### src/rtl/dwfp_pkg.sv
// dwfp_pkg: shared types and constants of the dyck word flip pair block
package dwfp_pkg;

    // default cap on the half length
    localparam int DWFP_MAX_HALF = 16;

    // word and field widths
    localparam int WORD_W = 32;
    localparam int POS_W  = 5;
    localparam int HALF_W = 5;
    localparam int N_W    = 6;
    localparam int CNT_W  = 6;
    localparam int H_W    = 7;

    // status codes
    localparam logic [1:0] STATUS_OK        = 2'd0;
    localparam logic [1:0] STATUS_NO_FIRST  = 2'd1;
    localparam logic [1:0] STATUS_NO_SECOND = 2'd2;

    // one word in flight along the chain of cells
    typedef struct packed {
        logic                    vld;
        logic [WORD_W-1:0]       w;
        logic signed [H_W-1:0]   h;
        logic [CNT_W-1:0]        cnt;
        logic                    hit;
        logic [POS_W-1:0]        pos;
        logic [WORD_W-1:0]       y;
        logic [POS_W-1:0]        a;
        logic                    first_hit;
    } dwfp_item_t;

endpackage

### src/rtl/dwfp_count_cell.sv
// dwfp_count_cell: one step of the counting row, tracks height and counts matching steps
module dwfp_count_cell
    import dwfp_pkg::*;
#(
    parameter int IDX     = 0,
    parameter bit WANT_UP = 1'b0
)
(
    input  logic             clk,
    input  logic             rst_n,
    input  logic             adv,
    input  logic [N_W-1:0]   n,
    input  dwfp_item_t       item_in,
    output dwfp_item_t       item_out
);

    localparam logic signed [H_W-1:0] H_MATCH = WANT_UP ? H_W'(1) : H_W'(0);

    dwfp_item_t item_reg;
    dwfp_item_t item_next;

    // count the step if it matches, then move the height
    always_comb
    begin
        logic up;
        logic active;
        up        = item_in.w[IDX];
        active    = N_W'(IDX) < n;
        item_next = item_in;
        if (active)
        begin
            if ((up == WANT_UP) && (item_in.h == H_MATCH))
            begin
                item_next.cnt = item_in.cnt + CNT_W'(1);
            end
            item_next.h = up ? (item_in.h + H_W'(1)) : (item_in.h - H_W'(1));
        end
    end

    // stage register
    always_ff @(posedge clk or negedge rst_n)
    begin
        if (!rst_n)
        begin
            item_reg <= '0;
        end
        else if (adv)
        begin
            item_reg <= item_next;
        end
    end

    assign item_out = item_reg;

endmodule

### config.mk
export PLATFORM = sky130hd
export DESIGN_NAME = dwfp_count_cell
export DESIGN_NICKNAME = d
export VERILOG_FILES = /design/src/rtl/dwfp_pkg.sv /design/src/rtl/dwfp_count_cell.sv
export SDC_FILE = /design/constraint.sdc
export NUM_CORES = 1
export LEC_CHECK = 0
export BUFFER_PORTS_ARGS = -buffer_cell sky130_fd_sc_hd__buf_2
export CAP_MARGIN = 25
export CORE_ASPECT_RATIO = 1.2
export CORE_UTILIZATION = 40
export CTS_CLUSTER_DIAMETER = 120
export DETAILED_ROUTE_END_ITERATION = 16
export MAX_ROUTING_LAYER = met4
export PLACE_DENSITY = 0.81
export SETUP_SLACK_MARGIN = 0.5
export SYNTH_ARGS = -nofsm -noshare
export SYNTH_HDL_FRONTEND = slang
export SYNTH_SLANG_ARGS = --single-unit
### constraint.sdc
create_clock -name clk -period 1.2 [get_ports clk]
set_input_delay 0.18 -clock clk [delete_from_list [all_inputs] [get_ports clk]]
set_output_delay 0.18 -clock clk [all_outputs]
set_load 0.02 [all_outputs]
==> flow_summary.toml, run 1 <==
[status]
status = "finished with violations"
failed_checks = "negative hold slack, negative setup slack"

[critical_path]
crit_chain = "buf_6 -> or4_4 -> a211oi_4 -> nand4_1 -> xor2_1 -> a21oi_1"
worstPathRequired_ns = 1.49
arrival_ns = 1.61
cp-end-kind = "register"
path_max_fanout = 6
cp-start-kind = "input port"
cp_slowest_cell = "or4_4"
max_stage_delay_ns = 0.54
cp_num_buf_inv = 1
path_class = "in -> reg"
path_delay_family = "simple AND/OR/NAND/NOR gates"

[global_route]
grt_max_degree = 91
grt_pass1_wl_um = 16410
grt_pass1_vias = 3317
antenna_found_initial = 0
overflow = 0
track_usage_pct = 22.54

[floorplanning]
core.rowCount = 38
die_h_um = 108.2
pin_count = 189
die_w_um = 90.52
die_area_mm2 = 0.009797
core_area_mm2 = 0.009081
start_util_pct = 41.42

[sta]
max_slew.worst_pin.slew_ns = 0.4769
layout_setup_ws_ns = -0.1274
slew_viol_final = 0
setup-violations-final = 9
timing.hold.ws_ns = -0.1683
finClkSkew_ns = 0
final.period_utilization_pct = 110.6
post-route-min-period_ns = 1.327
setup_tns_ns = -0.8891
slew_headroom_pct = 68.21
max_freq_mhz = 753.4
hold_viol = 90
rsz0062_at_grt = "true"

[hold_path]
hold_class = "in -> async"

[finish]
areaGrowthSynthToFinish_pct = 87.52
mostFrequentLayoutCells = "149 x buf_6, 92 x buf_2, 90 x dfrtp_1"
final_common_cell = "buf_6"
n_antenna_cell = 0
fill_cells = 511
drive_gt1_share_pct = 72.45
largest_register_ffs = 90
layout.nets = 660

[clocking]
cts_max_level = 3
root_buffer = "clkbuf_8"
cts_tree = "yes"
clkLatencyLatePin_ns = 0.36
clk_pin_slew_ns = 0.10
cts.sinks = 90
cts_buffer_depth = 2
cts_buffers = 9

[logic_synthesis]
yosysUniqueCellTypes = 34
synth_ff_type = "dfrtp_1"
syn-num-nets = 370
synth_area_mm2 = 0.003761
syn-instance-count = 264
synthArstFlopShare_pct = 100.0
synth-seq-cells = 90
ys_seq_area_share_pct = 59.88
ys.warnings.count = 0
avgSynthCellArea_um2 = 14.25
synth_enable_flop_cells = 0

[power]
peakVddDrop_v = 0.0007316
power.density_mw_per_mm2 = 1242
p_leak_nw = 3.561

[place]
hpwl_um = 6587
gp_congestion = 0.8306
dp_slack_ns = -0.5564
portBuffers = 188

[detailed_routing]
antenna_left = 0
dr.first_iter.drc_count = 119
wirelength_um = 11570
wl_per_cell_um = 17.05
via_per_inst = 4.847
route.detailed.drc = 0
dr.pass1.iters = 4
vias = 3291

[job]
cap_violations = 0
power by group:
part           internal [mW]  leakage, nW  total (mW)  switching, mW
logic                   1.71         2.40        2.82           1.11
clock network           1.23        0.117        2.30           1.07
registers               3.35         1.05        3.64          0.289
total                   6.29         3.56        8.76           2.46
final cells by class:
class | count | area (um^2) | share of cell area [%]
repair buffers | 292 | 2579 | 36.56
clock inverters | 6 | 87.58 | 1.242
inverters | 1 | 7.507 | 0.1064
clock buffers | 10 | 137.6 | 1.951
multi-input cells | 160 | 1839 | 26.08
flip-flops and latches | 90 | 2252 | 31.93
well taps | 120 | 150.1 | 2.129
through the flow:
step | utilization (%) | power (mW) | hold WS, ns | area [um^2] | instances
finish | 77.67 | 8.757 | -0.1683 | 7053 | 679
global route | 77.67 | 9.121 | -0.1406 | 7053 | 679
CTS | 72.93 | 8.462 | -0.1374 | 6623 | 648
detailed placement | 59.84 | 5.474 | 0.2589 | 5434 | 588
global placement | 59.84 | 5.416 | 0.2501 | 5434 | 588
floorplan | - | 4.750 | -0.1156 | 4318 | 264
metal layers:
layer  part of all wire, %  GRT usage (%)  wire (um)
met1                    38          25.94       4431
met2                    56          39.39       6445
met3                   4.2          4.852        487
met4                   1.8          7.143        210
met5                     0              -          0
cells by family after synthesis:
kind of cell / Yosys count / synth area share, %
AOI/OAI and AO/OA: 27 / 4.723
xor gates and xnor gates: 9 / 2.096
adders and majority gates: 7 / 2.528
buffers and inverters: 14 / 1.430
DFF: 90 / 59.88
muxes: 81 / 24.18
and+or+nand+nor: 36 / 5.157
cells in the mapped netlist (2+ instances only):
master	number	area (um^2)
a21oi_1	10	50.05
clkbuf_1	11	41.29
nor2_1	10	37.54
nand2_1	9	33.78
a31oi_1	4	25.02
o21ai_0	3	15.01
ha_1	6	75.07
mux2_2	79	889.6
a211oi_1	2	15.01
xnor2_1	5	43.79
a21o_1	3	22.52
o21bai_1	2	15.01
nand4_1	3	18.77
nor2b_1	2	12.51
mux2i_1	2	20.02
nand3_1	3	15.01
xor2_1	4	35.03
dfrtp_1	90	2252
worst register-to-register path: cells and delay by family (launching register included):
kind     cells  cell delay [ns]
mux          1             0.27
flops        1             0.43
buf+inv      2             0.24
worst paths after layout:
check,start,cells past startpoint,to,slack [ns]
setup / recovery,item_in[53],6,item_out[47],-0.13
hold / removal,rst_n,2,item_out[0],-0.17
setup reg to reg,item_out[74],3,item_out[74],0.16
hold reg to reg,item_out[86],1,item_out[86],0.54
max in group asynchronous,rst_n,2,item_out[55],0.96
min in group clk,item_in[11],2,item_out[11],0.04
what timing repair did:
item                                   CTS  global route
resized for setup                      198            52
endpoints found under the hold margin   90            90
setup endpoints to repair              180           180
pin swaps                               12            10
setup buffers                           44            31
No activity file was read; power rests on OpenSTA's default activity.
==> run 2, diff against run 1 <==
--- a/config.mk
+++ b/config.mk
@@ -9,11 +9,12 @@
 export CAP_MARGIN = 25
 export CORE_ASPECT_RATIO = 1.2
 export CORE_UTILIZATION = 40
+export CTS_BUF_LIST = sky130_fd_sc_hd__clkbuf_4
 export CTS_CLUSTER_DIAMETER = 120
 export DETAILED_ROUTE_END_ITERATION = 16
 export MAX_ROUTING_LAYER = met4
 export PLACE_DENSITY = 0.81
-export SETUP_SLACK_MARGIN = 0.5
+export SETUP_SLACK_MARGIN = 0.4
 export SYNTH_ARGS = -nofsm -noshare
 export SYNTH_HDL_FRONTEND = slang
 export SYNTH_SLANG_ARGS = --single-unit
==> run 2 against run 1 <==
Net effect:
- the flow finishes with violations (negative setup slack)
- die area unchanged
- sequential power about the same
- count of clock-buffer cells in the layout is 1 lower
- worst setup slack improved by 0.069 ns
- core utilization up 8.1 points
- critical path depth did not move
- wire length is 30% higher
- non-clock buffer count increased by 80
- power shrank 0.74%
- fmax grew 5.5%
- global-route usage increased by 6.0 points
- clock skew unchanged
- highest routed layer unchanged
==> flow_summary.toml, run 2 (synthesis results as in run 1) <==
[critical_path]
cp-end-kind = "register"
path_max_fanout = 6
crit_chain = "buf_6 -> or4_4 -> a211oi_4 -> buf_4 -> mux2i_1 -> a21oi_1"
cp_slowest_cell = "or4_4"
cp-start-kind = "input port"
arrival_ns = 1.60
worstPathRequired_ns = 1.54
path_class = "in -> reg"
max_stage_delay_ns = 0.54

[status]
failed_checks = "negative setup slack"
status = "finished with violations"

[power]
power_mw = 8.692
peakVddDrop_v = 0.0007039
power.density_mw_per_mm2 = 1115
p_leak_nw = 3.866

[clocking]
cts.sinks = 90
cts_tree = "yes"
clkLatencyLatePin_ns = 0.46
cts_max_level = 3
root_buffer = "clkbuf_4"
cts_buffers = 9
cts_buffer_depth = 2
clk_pin_slew_ns = 0.14

[finish]
finalNonFillerCells = 762
fin_area_mm2 = 0.007792
drive_gt1_share_pct = 63.54
largest_register_ffs = 90
layout.nets = 740
final_common_cell = "buf_6"
mostFrequentLayoutCells = "150 x buf_6, 91 x buf_2, 90 x dfrtp_1"
areaGrowthSynthToFinish_pct = 107.2
final_core_util_pct = 85.81

[detailed_routing]
wirelength_um = 15030
dr.first_iter.drc_count = 127
wirelength_met1_um = 5429
wl_per_cell_um = 19.73
wl_met3_um = 720
vias = 3817
antenna_left = 0
dr.pass1.iters = 4
route.detailed.drc = 0
met2WireLength_um = 8321
via_per_inst = 5.009
top_layer = "met4"

[global_route]
track_usage_pct = 28.58
overflow = 0
grt_pass1_wl_um = 20420
grt_max_degree = 91
antenna_found_initial = 3
grt_pass1_vias = 3949

[sta]
finClkSkew_ns = 0
max_freq_mhz = 794.6
slew_headroom_pct = 67.64
max_slew.worst_pin.slew_ns = 0.4854
timing.hold.ws_ns = 0.05859
setup_tns_ns = -0.7002
rsz0062_at_grt = "true"
post-route-min-period_ns = 1.259
layout_setup_ws_ns = -0.05856
hold_viol = 0
final.period_utilization_pct = 104.9
slew_viol_final = 0
setup-violations-final = 41

[floorplanning]
pin_count = 189
die_h_um = 108.2
die_w_um = 90.52
die_area_mm2 = 0.009797
core.rowCount = 38
core_area_mm2 = 0.009081
start_util_pct = 41.42

[place]
placedCellCount = 588
portBuffers = 188
gp_congestion = 0.8306
hpwl_um = 6587
post_dp_cell_area_mm2 = 0.005434
dp_slack_ns = -0.5564

[hold_path]
hold_class = "in -> reg"

[job]
cap_violations = 0
## run 2: cell types whose count changed in the layout (fill, tap and decap cells not counted), sizes merged
cell / change
dlygate4sd3: +78
clkbuf: -1
diode: +3
buf: +2
clkinv: +1
## run 2: worst paths after layout
path	from	end	slack, ns	cells past startpoint
max reg2reg	item_out[17]	item_out[17]	0.16	3
min	item_in[47]	item_out[47]	0.06	3
min in group asynchronous	rst_n	item_out[40]	0.32	3
max in group asynchronous	rst_n	item_out[55]	0.48	3
min reg2reg	item_out[1]	item_out[1]	0.56	1
max	item_in[51]	item_out[45]	-0.06	6
## run 2: repair_timing
action                                  CTS  global route
gates cloned                              0             0
hold buffers                             78             0
endpoints found under the setup margin  103           171
gates resized for setup                 192            58
endpoints found under the hold margin   167             0
buffers inserted                         44            33
pin swaps                                12            12
## run 2: layout make-up
type / instances / area (um^2)
clock inverter: 7 / 91.34
clock buffer: 9 / 67.56
inverter: 1 / 7.507
fill: 398 / 1289
timing repair buffer: 372 / 3381
multi-input combinational: 160 / 1836
antenna: 3 / 7.507
tap: 120 / 150.1
sequential: 90 / 2252
## run 2: worst max-delay path, delay by kind of cell
kind	cells	cell delay, ns
buffers and inverters	2	0.27
and+or+nand+nor	1	0.54
muxes	1	0.17
AOI/OAI and AO/OA	2	0.43
## run 2: layer usage
| metal | GRT usage (%) | vias up |
|---|---|---|
| met5 | - | - |
| met4 | 14.17 | 0 |
| met3 | 4.993 | 46 |
| met2 | 51.52 | 180 |
| met1 | 30.27 | 1909 |
| li1 | - | 1682 |
## run 2: power breakdown
group          internal [mW]  switching [mW]
Clock                  0.844            1.09
Sequential              3.35           0.309
Combinational           1.88            1.21
Total                   6.08            2.61
