### src/rtl/dwfp_pkg.sv
// dwfp_pkg: shared types and constants of the dyck word flip pair block
package dwfp_pkg;

    // default cap on the half length
    localparam int DWFP_MAX_HALF = 16;

    // word and field widths
    localparam int WORD_W = 32;
    localparam int POS_W  = 5;
    localparam int HALF_W = 5;
    localparam int N_W    = 6;
    localparam int CNT_W  = 6;
    localparam int H_W    = 7;

    // status codes
    localparam logic [1:0] STATUS_OK        = 2'd0;
    localparam logic [1:0] STATUS_NO_FIRST  = 2'd1;
    localparam logic [1:0] STATUS_NO_SECOND = 2'd2;

    // one word in flight along the chain of cells
    typedef struct packed {
        logic                    vld;
        logic [WORD_W-1:0]       w;
        logic signed [H_W-1:0]   h;
        logic [CNT_W-1:0]        cnt;
        logic                    hit;
        logic [POS_W-1:0]        pos;
        logic [WORD_W-1:0]       y;
        logic [POS_W-1:0]        a;
        logic                    first_hit;
    } dwfp_item_t;

endpackage

### src/rtl/dwfp_select_cell.sv
// dwfp_select_cell: one step of the selection row, flips the target candidate step
module dwfp_select_cell
    import dwfp_pkg::*;
#(
    parameter int IDX     = 0,
    parameter bit WANT_UP = 1'b0
)
(
    input  logic             clk,
    input  logic             rst_n,
    input  logic             adv,
    input  logic [N_W-1:0]   n,
    input  dwfp_item_t       item_in,
    output dwfp_item_t       item_out
);

    dwfp_item_t item_reg;
    dwfp_item_t item_next;

    // cnt counts the candidates still to come up to and including the target
    always_comb
    begin
        logic up;
        logic active;
        logic cand;
        up        = item_in.w[IDX];
        active    = N_W'(IDX) < n;
        cand      = active && (up == WANT_UP) && !item_in.hit
                    && ((item_in.h == H_W'(0)) || (item_in.h == H_W'(1)));
        item_next = item_in;
        if (cand)
        begin
            if (item_in.cnt == CNT_W'(1))
            begin
                item_next.hit    = 1'b1;
                item_next.pos    = POS_W'(IDX);
                item_next.w[IDX] = !WANT_UP;
            end
            else if (item_in.cnt != '0)
            begin
                item_next.cnt = item_in.cnt - CNT_W'(1);
            end
        end
        if (active)
        begin
            item_next.h = up ? (item_in.h + H_W'(1)) : (item_in.h - H_W'(1));
        end
    end

    // stage register
    always_ff @(posedge clk or negedge rst_n)
    begin
        if (!rst_n)
        begin
            item_reg <= '0;
        end
        else if (adv)
        begin
            item_reg <= item_next;
        end
    end

    assign item_out = item_reg;

endmodule

### config.mk
export PLATFORM = sky130hd
export DESIGN_NAME = dwfp_select_cell
export DESIGN_NICKNAME = d
export VERILOG_FILES = /design/src/rtl/dwfp_pkg.sv /design/src/rtl/dwfp_select_cell.sv
export SDC_FILE = /design/constraint.sdc
export NUM_CORES = 1
export LEC_CHECK = 0
export BUFFER_PORTS_ARGS = -buffer_cell sky130_fd_sc_hd__buf_4
export CAP_MARGIN = 20
export CELL_PAD_IN_SITES_DETAIL_PLACEMENT = 0
export CELL_PAD_IN_SITES_GLOBAL_PLACEMENT = 1
export CORE_MARGIN = 10
export CORE_UTILIZATION = 38
export DETAILED_ROUTE_END_ITERATION = 12
export GPL_TIMING_DRIVEN = 0
export PLACE_DENSITY_LB_ADDON = 0.1
export REMOVE_ABC_BUFFERS = 1
export SLEW_MARGIN = 5
export SYNTH_ARGS = -nofsm -noshare
export SYNTH_HDL_FRONTEND = slang
export SYNTH_SLANG_ARGS = --single-unit
### constraint.sdc
create_clock -name clk -period 2.5 [get_ports clk]
set_input_delay 0.25 -clock clk [delete_from_list [all_inputs] [get_ports clk]]
set_output_delay 0.25 -clock clk [all_outputs]
set_load 0.03 [all_outputs]
==> results of run 1 <==
-- layout make-up --
class / instances / area (um2)
clock inverter: 5 / 78.8
tap: 133 / 166
fill: 854 / 4200
timing repair buffer: 192 / 1480
inverter: 15 / 56.3
multi-input combinational: 170 / 1500
clock buffer: 11 / 131
sequential: 90 / 2250
-- path summary, 6_finish.rpt --
path / cells after the start / endpoint / startpoint / slack, ns
min reg2reg: 1 / item_out[57]$_DFFE_PN0P_ / item_out[57]$_DFFE_PN0P_ / 0.50
max: 5 / item_out[47]$_DFFE_PN0P_ / item_in[52] / 0.79
max reg2reg: 3 / item_out[55]$_DFFE_PN0P_ / item_out[55]$_DFFE_PN0P_ / 1.42
min: 2 / item_out[9]$_DFFE_PN0P_ / item_in[9] / 0.12
max in group asynchronous: 3 / item_out[37]$_DFFE_PN0P_ / rst_n / 1.46
min in group asynchronous: 2 / item_out[34]$_DFFE_PN0P_ / rst_n / 0.41
-- cells by family (layout without fill, tap and decap cells) --
family / count (synthesis) / in the layout / synth area share, %
compound gates: 37 / 37 / 7.05
xor+xnor: 5 / 5 / 1.13
fa+ha+maj: 7 / 7 / 2.26
buf+inv: 30 / 223 / 3.10
flops: 90 / 90 / 58.2
mux: 73 / 73 / 21.2
simple gates: 48 / 48 / 7.05
-- cell usage in the layout, fill, tap and decap left out, types with 5 or more instances in the layout --
master	count
xnor2_1	5
buf_4	188
nor2_1	14
mux2_2	71
a21oi_1	7
dfrtp_1	90
ha_1	7
o22ai_1	6
inv_1	15
nand2_1	6
a31oi_1	7
clkbuf_8	9
-- critical path: stages --
cell,delay [ns]
buf_4,0.15
or4_4,0.54
a211o_4,0.32
or4_1,0.53
a31oi_1,0.19
-- power groups by stage --
stage | clock (uW) | combinational [uW] | sequential, uW
6_report | 1070 | 977 | 1670
5_1_grt | 1160 | 1040 | 1690
4_1_cts | 1110 | 996 | 1670
3_5_place_dp | 0 | 993 | 1700
3_3_place_gp | 0 | 973 | 1690
2_1_floorplan | 0 | 192 | 2000
-- what timing repair did --
action | in CTS | in global routing
hold buffers | 1 | 0
hold endpoints to repair | 36 | 0
setup endpoints to repair | 0 | 0
gates resized for setup | 0 | 0
-- metal layers --
metal	share of wire [%]	wire, um
met5	0	0
met4	1.2	136
met3	7.5	820
met2	50	5490
met1	41	4500
-- through the flow --
stage | power (uW) | area (um2) | util, % | cells
final | 3710 | 5660 | 57.4 | 616
after global routing | 3900 | 5660 | 57.4 | 616
after CTS | 3770 | 5660 | 57.4 | 616
after detailed placement | 2690 | 5440 | 55.2 | 599
after global placement | 2670 | 5380 | 54.6 | 596
after floorplan | 2190 | 3800 | - | 275
==> impl_metrics.json, run 1 <==
{
  "grt_pass1_vias": 2931,
  "antennaDiodeCount": 0,
  "grt_busiest_layer": "met2",
  "synthCells": 290,
  "netlist_area_um2": 3870,
  "grtUsageMet3_pct": 4.70,
  "start_kind": "input pin",
  "drive_above_1_share_pct": 58.6,
  "die_area_um2": 14600,
  "drc": 0,
  "largest_reg_flops": 90,
  "synth.distinct_cells": 42,
  "ys_top_cells_by_count": "90 x dfrtp_1, 71 x mux2_2, 15 x inv_1",
  "rows": 36,
  "vias_per_cell": 4.78,
  "p_int_uw": 2590,
  "tightestPinTransition_ns": 0.785,
  "synth.top_cell.area_share_pct": 58.2,
  "numPortBuffers": 188,
  "dp_slack_ns": 0.464,
  "synth_area_leader_cell": "dfrtp_1",
  "timing.fmax_mhz": 584,
  "tns_ns": 0,
  "synth_edf_count": 0,
  "cp_max_fo": 9,
  "p_leak_uw": 0.00267,
  "critPathArrivalTime_ns": 1.98,
  "required_ns": 2.77,
  "hold_violations": 0,
  "yosysMostFrequentCell": "dfrtp_1",
  "seqPwrFrac_pct": 45.0,
  "cts_root_buffer": "clkbuf_8",
  "layout_setup_ws_ns": 0.787,
  "die_x_um": 121,
  "post_cts_buffers": 0,
  "clkSinkCount": 90,
  "numCtsBuffers": 9,
  "slew_violations": 0,
  "use_met2_pct": 23.8,
  "ys.flop_type": "dfrtp_1",
  "grt_pass1_wl_um": 16500,
  "ys_ff_latch": 90,
  "gr-usage-met1_pct": 16.9,
  "synth-seq-area-share_pct": 58.2,
  "core-area_um2": 9860,
  "syn2layout_area_growth_pct": 46.4,
  "yosys-top-cells-area": "dfrtp_1 58%, mux2_2 21%, ha_1 2.3%",
  "totalWireLength_um": 11000,
  "grt_overflow_total": 0,
  "relSlewSlack_pct": 47.4,
  "wire_per_inst_um": 17.8,
  "p_clk_share_pct": 28.7,
  "gp_congestion": 0.796,
  "cap_viol_max_count": 0,
  "syn_area_per_cell_um2": 13.3,
  "pwr_density_cell_nw_per_um2": 655,
  "cts_max_level": 3,
  "drt-initial-drc-count": 89,
  "die-height_um": 121,
  "async_reset_ff_share_pct": 100,
  "drtAntennaViolNets": 0,
  "ir_worst_vdd_v": 0.000313,
  "hpwl_um": 8520,
  "path_clk_slew_ns": 0.09,
  "clockBufferDepth": 2,
  "vias": 2944,
  "clk_latency_ns": 0.35,
  "hp-class": "input pin to register",
  "io_pins": 189,
  "grt_max_degree": 74,
  "clock_skew_ns": 0,
  "antenna_found_initial": 0,
  "fin_crit_ns": 1.71,
  "cts_tree": "done",
  "nets": 584,
  "initial_utilization_pct": 39.2,
  "rsz0062_at_grt": "false",
  "ys.warnings.count": 0,
  "outcome": "finished clean",
  "power.share.combinational_pct": 26.3,
  "period_share_pct": 68.5,
  "swShare_pct": 30.1,
  "grt_usage_pct": 14.3,
  "drtPass1Iterations": 4,
  "setup_viol": 0,
  "p_sw_uw": 1120,
  "whs_ns": 0.125,
  "critPathCaptureType": "register",
  "crit_type": "input pin to register"
}
(Power assumes the default switching activity.)
==> run 2, diff against run 1 <==
--- a/config.mk
+++ b/config.mk
@@ -10,7 +10,7 @@
 export CELL_PAD_IN_SITES_DETAIL_PLACEMENT = 0
 export CELL_PAD_IN_SITES_GLOBAL_PLACEMENT = 1
 export CORE_MARGIN = 10
-export CORE_UTILIZATION = 38
+export CORE_UTILIZATION = 35
 export DETAILED_ROUTE_END_ITERATION = 12
 export GPL_TIMING_DRIVEN = 0
 export PLACE_DENSITY_LB_ADDON = 0.1
==> constraint.sdc (replaced) <==
create_clock -name clk -period 1.6 [get_ports clk]
set_input_delay 0.16 -clock clk [delete_from_list [all_inputs] [get_ports clk]]
set_output_delay 0.16 -clock clk [all_outputs]
set_load 0.03 [all_outputs]
==> impl_metrics.json, run 2 (same netlist as run 1, synthesis figures left out) <==
{
  "grt_overflow_total": 0,
  "path_clk_slew_ns": 0.09,
  "rsz0062_at_grt": "false",
  "final_common_cell": "buf_4",
  "cts_max_level": 3,
  "slowest_stage": "or4_4",
  "grt_pass1_wl_um": 17300,
  "p_clk_share_pct": 29.3,
  "required_ns": 1.88,
  "ir_worst_vdd_v": 0.000536,
  "period_share_pct": 98.3,
  "outcome": "finished clean",
  "rows": 38,
  "critPathTopFamily": "simple AND/OR/NAND/NOR gates",
  "antennaDiodeCount": 0,
  "p_sw_uw": 1800,
  "total_power_uw": 5870,
  "clkSinkCount": 90,
  "grt_max_degree": 75,
  "cts_root_buffer": "clkbuf_8",
  "vias": 3010,
  "die_x_um": 125,
  "critPathCaptureType": "register",
  "swShare_pct": 30.7,
  "path_common_cell": "or4_4",
  "nets": 587,
  "grt_pass1_vias": 3079,
  "tightestPinTransition_ns": 0.632,
  "totalWireLength_um": 11100,
  "clk_latency_ns": 0.36,
  "hpwl_um": 8600,
  "relSlewSlack_pct": 57.5,
  "cts_tree": "done",
  "die_area_um2": 15700,
  "cp_num_buf_inv": 1,
  "clock_skew_ns": 0,
  "reg2reg_slack_ns": 0.51,
  "fillerInstances": 992,
  "p_leak_uw": 0.00268,
  "cap_viol_max_count": 0,
  "slew_violations": 0,
  "cp_max_fo": 7,
  "numPortBuffers": 188,
  "layout_common_cells": "187 x buf_4, 90 x dfrtp_1, 71 x mux2_2",
  "drive_above_1_share_pct": 59.5,
  "start_kind": "input pin",
  "drtAntennaViolNets": 0,
  "pwr_density_cell_nw_per_um2": 1020,
  "clockBufferDepth": 2,
  "syn2layout_area_growth_pct": 48.4,
  "timing.fmax_mhz": 636,
  "core-area_um2": 10800,
  "fin_crit_ns": 1.57,
  "drc": 0,
  "initial_utilization_pct": 35.7,
  "setup_viol": 0,
  "numCtsBuffers": 9,
  "hp-class": "input pin to register",
  "largest_reg_flops": 90,
  "drtPass1Iterations": 4,
  "gp_congestion": 0.800,
  "seqPwrFrac_pct": 44.5,
  "die-height_um": 125,
  "antenna_found_initial": 0,
  "io_pins": 189,
  "power.share.combinational_pct": 26.1,
  "final_util_pct": 53.0,
  "drt-initial-drc-count": 147,
  "hold_violations": 0,
  "grt_usage_pct": 13.6,
  "postPlaceCellArea_um2": 5460,
  "fin_area_um2": 5740,
  "p_int_uw": 4070,
  "wire_per_inst_um": 17.7,
  "crit_type": "input pin to register",
  "critPathArrivalTime_ns": 1.86,
  "worstPathCellList": "buf_8 > or4_4 > a211o_4 > or4_4 > a31oi_1",
  "vias_per_cell": 4.81,
  "whs_ns": 0.0284,
  "max_stage_delay_ns": 0.54
}
[run 2: cell types whose count changed in the layout (fill, tap and decap cells not counted), moves of 2 or more]
cell	delta
buf_6	+2
clkbuf_1	-2
clkinv_2	-2
clkinvlp_4	+3
inv_6	+2
[run 2: worst paths after layout]
path,endpoint,startpoint,depth (start not counted)
worst max register to register,item_out[55]$_DFFE_PN0P_,item_out[55]$_DFFE_PN0P_,3
max in group asynchronous,item_out[40]$_DFFE_PN0P_,rst_n,3
min in group asynchronous,item_out[71]$_DFFE_PN0P_,rst_n,2
worst min register to register,item_out[43]$_DFFE_PN0P_,item_out[43]$_DFFE_PN0P_,1
worst min-delay path,item_out[86]$_DFFE_PN0P_,item_in[86],2
worst max-delay path,item_out[46]$_DFFE_PN0P_,item_in[54],5
[run 2: final cells by class]
type	instances	area (um2)	share of cell area (%)
Tap cell	140	175	3.05
Multi-Input combinational cell	170	1510	26.2
Sequential cell	90	2250	39.2
Inverter	15	56.3	0.981
Timing Repair Buffer	195	1530	26.6
Clock inverter	7	100	1.74
Clock buffer	9	124	2.16
[run 2: metrics by stage]
| stage | worst slack, ns | instances | setup TNS (ns) |
|---|---|---|---|
| 2_1_floorplan | -0.246 | 275 | -0.563 |
| 3_3_place_gp | -0.755 | 603 | -12.59 |
| 3_5_place_dp | -0.366 | 606 | -4.63 |
| 4_1_cts | 0.0154 | 623 | 0 |
| 5_1_grt | 0.00353 | 626 | 0 |
| 6_report | 0.0275 | 626 | 0 |
[run 2: power by group through the flow]
stage	clock network [uW]	logic (uW)	registers (uW)
3_3_place_gp	0	1520	2650
3_5_place_dp	0	1550	2660
2_1_floorplan	0	300	3120
6_report	1720	1530	2610
5_1_grt	1890	1630	2650
4_1_cts	1800	1550	2620
[run 2: worst register-to-register path, delay by kind of cell (launching register included)]
family	cells	cell delay, ns
AOI/OAI and AO/OA	1	0.06
and+or+nand+nor	1	0.47
buffers and inverters	1	0.05
DFF	1	0.39
[run 2: layer usage]
layer | track usage (%) | vias to the layer above | routed length [um]
met5 | 0 | - | 0
met4 | 5.28 | 0 | 143
met3 | 4.60 | 10 | 832
met2 | 21.6 | 124 | 5260
met1 | 16.7 | 1447 | 4830
li1 | - | 1429 | -
[run 2: repair_timing]
item / 4_1_cts / 5_1_grt
setup endpoints to repair: 0 / 6
hold buffers: 1 / 1
setup buffers: 0 / 2
endpoints found under the hold margin: 32 / 1
resized for setup: 0 / 6
